$ cat src/rtl/double_hash_key_value_table_assert.svh
// ----------------------------------------------------------------------------
// double_hash_key_value_table_assert.svh
// assertion macros shared by the key/value table rtl
// ----------------------------------------------------------------------------
`ifndef DOUBLE_HASH_KEY_VALUE_TABLE_ASSERT_SVH
`define DOUBLE_HASH_KEY_VALUE_TABLE_ASSERT_SVH

// condition in the same cycle implies consequence
`define DHKV_ASSERT_SAME(lbl, ante, cons) \
  lbl: assert property (@(posedge clk) disable iff (!rst_n) (ante) |-> (cons)) \
    else $error("dhkv assertion failed");

// condition implies consequence in the next cycle
`define DHKV_ASSERT_NEXT(lbl, ante, cons) \
  lbl: assert property (@(posedge clk) disable iff (!rst_n) (ante) |=> (cons)) \
    else $error("dhkv assertion failed");

`endif

$ cat src/rtl/dhkv_pkg.sv
// ----------------------------------------------------------------------------
// dhkv_pkg
// shared constants, op codes and record types of the key/value table
// ----------------------------------------------------------------------------
package dhkv_pkg;

  // table geometry
  localparam int TABLE_SLOTS = 1024;
  localparam int STORE_DEPTH = 1024;
  localparam int SLOT_W      = $clog2(TABLE_SLOTS);
  localparam int ENTRY_W     = $clog2(STORE_DEPTH);
  localparam int COUNT_W     = ENTRY_W + 1;

  // field widths
  localparam int OP_W    = 2;
  localparam int KTYPE_W = 3;
  localparam int VTYPE_W = 3;
  localparam int WORD_W  = 64;
  localparam int HASH_W  = 32;

  // op codes
  localparam logic [OP_W-1:0] OP_PUT    = 2'd0;
  localparam logic [OP_W-1:0] OP_LOOKUP = 2'd1;
  localparam logic [OP_W-1:0] OP_TAKE   = 2'd2;
  localparam logic [OP_W-1:0] OP_NONE   = 2'd3;

  // hash unit result
  typedef struct packed {
    logic              valid;
    logic [SLOT_W-1:0] head;
    logic [SLOT_W-1:0] walk;
  } hash_res_t;

  // one slot of the probe table
  typedef struct packed {
    logic               used;
    logic [KTYPE_W-1:0] key_type;
    logic [WORD_W-1:0]  key_word;
    logic [ENTRY_W-1:0] entry;
  } slot_rec_t;

  // slot table write request
  typedef struct packed {
    logic              en;
    logic [SLOT_W-1:0] addr;
    slot_rec_t         data;
  } slot_wr_t;

  // one entry of the value store
  typedef struct packed {
    logic [VTYPE_W-1:0] vtype;
    logic [WORD_W-1:0]  vword;
  } value_rec_t;

  // value store write request
  typedef struct packed {
    logic               en;
    logic [ENTRY_W-1:0] addr;
    value_rec_t         data;
  } value_wr_t;

endpackage

$ cat src/rtl/dhkv_hash.sv
// ----------------------------------------------------------------------------
// dhkv_hash
// iterative shift/add hash unit, one shuffle step per cycle
// ----------------------------------------------------------------------------
module dhkv_hash
  import dhkv_pkg::*;
(
  input  logic              clk,
  input  logic              rst_n,
  input  logic              start,
  input  logic [HASH_W-1:0] key_lo,
  output hash_res_t         res
);

  localparam int STEP_W = 4;

  // step codes of the shared unit
  localparam logic [STEP_W-1:0] STEP_MIX_IN  = 4'd0;
  localparam logic [STEP_W-1:0] STEP_ADD16   = 4'd1;
  localparam logic [STEP_W-1:0] STEP_XOR3    = 4'd2;
  localparam logic [STEP_W-1:0] STEP_ADD5    = 4'd3;
  localparam logic [STEP_W-1:0] STEP_XOR2    = 4'd4;
  localparam logic [STEP_W-1:0] STEP_ADD15   = 4'd5;
  localparam logic [STEP_W-1:0] STEP_XOR10   = 4'd6;
  localparam logic [STEP_W-1:0] STEP_MIX_OUT = 4'd7;
  localparam logic [STEP_W-1:0] STEP_WALK    = 4'd8;

  logic [HASH_W-1:0] h_r, h_nxt;
  logic [STEP_W-1:0] step_r, step_nxt;
  logic              run_r, run_nxt;
  logic [STEP_W-1:0] sel;
  logic [HASH_W-1:0] opnd;
  logic [HASH_W-1:0] alu;

  function automatic logic [HASH_W-1:0] mix(input logic [HASH_W-1:0] a);
    mix = a + (a >> 6) + (a >> 19);
  endfunction

  // shared shift/add/xor unit
  assign sel  = start ? STEP_MIX_IN : step_r;
  assign opnd = start ? key_lo : h_r;

  always_comb begin
    case (sel)
      STEP_MIX_IN:  alu = mix(opnd);
      STEP_ADD16:   alu = opnd + (opnd << 16);
      STEP_XOR3:    alu = opnd ^ (opnd << 3);
      STEP_ADD5:    alu = opnd + (opnd >> 5);
      STEP_XOR2:    alu = opnd ^ (opnd << 2);
      STEP_ADD15:   alu = opnd + (opnd >> 15);
      STEP_XOR10:   alu = opnd ^ (opnd << 10);
      STEP_MIX_OUT: alu = mix(opnd);
      STEP_WALK:    alu = mix(opnd) | {{(HASH_W-1){1'b0}}, 1'b1};
      default:      alu = opnd;
    endcase
  end

  // step sequencer
  always_comb begin
    h_nxt    = h_r;
    step_nxt = step_r;
    run_nxt  = run_r;
    if (start) begin
      h_nxt    = alu;
      step_nxt = STEP_ADD16;
      run_nxt  = 1'b1;
    end else if (run_r) begin
      step_nxt = step_r + 4'd1;
      if (step_r == STEP_WALK) begin
        run_nxt = 1'b0;
      end else begin
        h_nxt = alu;
      end
    end
  end

  always_ff @(posedge clk) begin
    if (!rst_n) begin
      step_r <= STEP_MIX_IN;
      run_r  <= 1'b0;
    end else begin
      step_r <= step_nxt;
      run_r  <= run_nxt;
    end
  end

  always_ff @(posedge clk) begin
    h_r <= h_nxt;
  end

  // head slot and odd walk, valid in the last step
  assign res.valid = run_r && (step_r == STEP_WALK);
  assign res.head  = h_r[SLOT_W-1:0];
  assign res.walk  = alu[SLOT_W-1:0];

endmodule

$ cat config.mk
export PLATFORM = sky130hd
export DESIGN_NAME = dhkv_hash
export DESIGN_NICKNAME = d
export VERILOG_FILES = /design/src/rtl/double_hash_key_value_table_assert.svh /design/src/rtl/dhkv_pkg.sv /design/src/rtl/dhkv_hash.sv
export SDC_FILE = /design/constraint.sdc
export NUM_CORES = 1
export LEC_CHECK = 0
export BUFFER_PORTS_ARGS = -buffer_cell sky130_fd_sc_hd__clkbuf_2
export CORE_UTILIZATION = 25
export CTS_CLUSTER_DIAMETER = 80
export CTS_CLUSTER_SIZE = 14
export DETAILED_ROUTE_END_ITERATION = 10
export GPL_TIMING_DRIVEN = 1
export PLACE_DENSITY = 0.41
export SYNTH_ARGS = -nofsm -noshare
export SYNTH_HDL_FRONTEND = slang
export SYNTH_SLANG_ARGS = --single-unit
$ cat constraint.sdc
create_clock -name clk -period 6.7 [get_ports clk]
set_input_delay 0.335 -clock clk [delete_from_list [all_inputs] [get_ports clk]]
set_output_delay 0.335 -clock clk [all_outputs]
set_load 0.01 [all_outputs]
==> results.rst <==
.. list-table::
   :header-rows: 1

   * - Metric
     - Value
   * - Total detailed-routing wirelength
     - 33300 µm
   * - First-pass GRT wire length
     - 50800 µm
   * - Proportion of register bits with asynchronous set or reset after synthesis
     - 0%
   * - Number of hold-repair buffers added at the cts stage
     - 0
   * - Final hold violation count
     - 0
   * - Drt drc
     - 0
   * - Count of flip-flops with a built-in enable after synthesis
     - 32
   * - Worst slew margin relative to its limit
     - ~28%
   * - CP top delay family
     - compound AO/OA/AOI/OAI gates
   * - WP depth
     - 15
   * - Vias in the first global route
     - 8059
   * - Crit. Startpoint
     - start
   * - Outcome
     - finished clean
   * - Library cell contributing the largest single delay on the critical path
     - mux2i_1
   * - Total I/O pin count
     - 56
   * - Clock latency on the worst-skew pair
     - 0.31 ns
   * - Number of gates resized after cts
     - 0
   * - Synthesis-stage register bit count
     - 37
   * - Clock Tree Buf Depth
     - 2
   * - Final worst hold slack
     - 0.270 ns
   * - Hold Path Origin
     - rst_n
   * - Post-DR vias/cell
     - ~5.9
   * - Clk_skew
     - 0.0136 ns
   * - Cells along the critical path
     - clkbuf_2 > mux2i_1 > inv_1 > fa_1 > ha_1 > fa_1 > a21o_1 > a21boi_1 > o21bai_1 > a21o_1 > a21oi_1 > xnor2_1 > a221oi_1 > o21ai_1 > clkbuf_2
   * - Critical path peak fanout
     - 22
   * - WHS Path Cells
     - 2
   * - Number of standard-cell rows in the floorplan
     - 63
   * - Instance area at placement
     - 8410 µm²
   * - R2R depth
     - 15
   * - Count of input and output buffers
     - 55
   * - Mapped cell area
     - 7690 µm²
   * - Starting Density
     - 25.7%
   * - Drt wl/cell
     - 24.0 µm
   * - Distinct cell type count of the synthesized netlist
     - 77
   * - Number of filler cells placed in the layout
     - ~3300
   * - Post-detail-place hpwl
     - approximately 25000 µm
   * - Antenna violations before repair
     - 0
   * - Pleak
     - 3.60 nW
   * - Grt total ovfl
     - 0
   * - Path class of the lowest-slack min-delay path
     - in -> reg
   * - Number of sinks driven by the clock tree
     - 37
   * - Unrepaired setup endpoints after global routing
     - false
   * - TritonCTS clock tree
     - yes
   * - Final GP Congestion
     - 0.920
   * - Largest net degree at the start of global routing
     - 34
   * - Total GRT Usage
     - 21.6%
   * - Total vias in the final route
     - about 8100
   * - Highest clock rate
     - 0.192 GHz
   * - Count of antenna-violating nets left after detailed routing
     - 0
   * - Path type of the worst setup path
     - in -> out
   * - Max-cap violation count
     - 0
   * - Area of all placed cells without fillers
     - roughly 8500 µm²
   * - Number of setup violations in the final report
     - 0
   * - Source of the worst register-to-register timing path
     - h_r[6]
   * - Core Region
     - 30000 µm²
   * - Iter 0 DRT Violations
     - 837
   * - Layout cell share with drive strength beyond 1
     - around an eighth
   * - Final std cells w/o fill
     - roughly 1400
   * - Buffers & Inverters on Critical Path
     - 3
   * - Post-route clock period utilization
     - about 78%
   * - First-pass detailed-route iteration total
     - 5
   * - Worst Max-Slew Pin Slew
     - around 1.1 ns
   * - Largest incremental delay on the critical path
     - 0.67 ns
   * - Die area
     - 31500 µm²
   * - Post-CTS setup buffers
     - 0
   * - Yosys Warn Count
     - 0
   * - Area delta synth->final
     - 11.1%
   * - Average cell area after synthesis
     - 7.92 µm²
   * - Clock root buffer
     - clkbuf_16
   * - Primary flip-flop cell chosen by synthesis mapping
     - edfxtp_1
   * - Net count of the mapped netlist
     - 1110
   * - Worst setup EP type
     - output port
   * - Max Slew Vio Count
     - 0
   * - Post-route minimum period
     - 5.21 ns
   * - CP Data Arrival Time
     - approximately 4.9 ns
   * - Areal power density over the cells
     - 589 nW/µm²
   * - Post-layout net count
     - 1136
   * - Overall die height
     - 177 µm
   * - Chip Width
     - 177 µm
   * - CP Data Required Time
     - around 6.4 ns
   * - Clock buffer count from CTS
     - 5
   * - Register area share after synthesis
     - 13.8%
   * - Register clock-pin slew on the reported worst setup and hold paths
     - 0.06 ns
   * - Maximum level of the CTS H-tree
     - 2
   * - Post-synthesis cell count
     - 971
   * - Maximum vdd drop
     - 0.172 mV
   * - Placed Instances
     - 1380
   * - Critical Path Start Type
     - primary input
   * - Antenna fix cells
     - 0
   * - Sum Neg Setup Slack
     - 0 ns
synth_stat cells, drive strengths merged (13+ instances only):
cell type / count / area share (%)
nor2: 66 / 3.3
o22ai: 22 / 1.8
buf: 26 / 2.4
fa: 16 / 4.2
o221ai: 20 / 2.3
nand4: 13 / 1.1
mux2i: 45 / 5.9
a211oi: 19 / 2.0
clkbuf: 49 / 2.4
o21ai: 54 / 3.6
a21o: 30 / 2.9
xor2: 24 / 2.7
o211ai: 14 / 1.4
nand2: 66 / 3.2
a21oi: 98 / 6.4
a221oi: 22 / 2.5
nand3: 15 / 0.98
nor3: 18 / 1.2
xnor2: 42 / 4.8
edfxtp: 32 / 12
inv: 48 / 2.3
ha: 88 / 14
cell families after synthesis:
family                     count (synthesis)  share of synthesized area [%]
muxes                                     48                           6.29
buffers and inverters                    123                           7.12
DFF                                       37                           13.8
AOI/OAI and AO/OA                        370                           33.2
and+or+nand+nor                          223                           13.5
adders and majority gates                104                           18.5
xor gates and xnor gates                  66                           7.51
cell type report:
| type | instances | area, µm² | share of cell area (%) |
|---|---|---|---|
| inverters | 48 | 180 | 2.11 |
| multi-input cells | 811 | 6110 | 71.5 |
| clock inverters | 3 | 17.5 | 0.205 |
| repair buffers | 94 | 568 | 6.64 |
| clock buffers | 5 | 125 | 1.46 |
| flip-flops and latches | 37 | 1060 | 12.4 |
| well taps | 390 | 488 | 5.71 |
final timing paths:
kind | to | slack [ns]
min | run_r | 0.27
max reg2reg | h_r[27] | 1.81
min reg2reg | step_r[1] | 0.64
max | res[9] | 1.49
per-layer routing:
layer  share of wire (%)  vias up  GRT usage, %
met4                 3.2        0          8.05
met5                   0        -             0
met2                  44      369          34.2
met1                  45     3943          29.5
li1                    -     3773             -
met3                 7.6       51          2.87
sequential cells by signal (all words and copies together), names as in the netlist:
signal  count
h_r        32
run_r       1
step_r      4
report_power, final:
part           leakage (nW)  switching (mW)  total [mW]  internal (mW)
sequential            0.355          0.0526       0.491          0.438
clock                0.0696           0.117       0.254          0.137
combinational          3.18            2.67        4.29           1.62
through the flow:
step	worst slack, ns	power [mW]	util (%)
after floorplan	1.88	3.53	-
after global placement	1.12	4.77	28.1
after detailed placement	1.13	4.73	28.1
after CTS	1.39	5.01	28.5
after global routing	1.06	5.48	28.5
final	1.49	5.03	28.5
cell usage in the layout, fill, tap and decap left out, drive strengths merged, types with 7 or more instances in the layout:
cell    count
a21o       30
nand4      13
xnor2      42
and3        8
a31oi       8
xor2       24
nor3       18
o31ai       7
mux2i      45
o21bai     10
nand2      66
nor2b       7
a222oi     12
o21ai      54
or3         7
o22ai      22
nor2       66
o211ai     14
a22oi      11
ha         88
clkbuf     60
o221ai     20
edfxtp     32
a211oi     19
fa         16
a221oi     22
a21oi      98
nand3      15
inv        48
buf        39
Note: power is estimated with default switching activity, not from simulation.
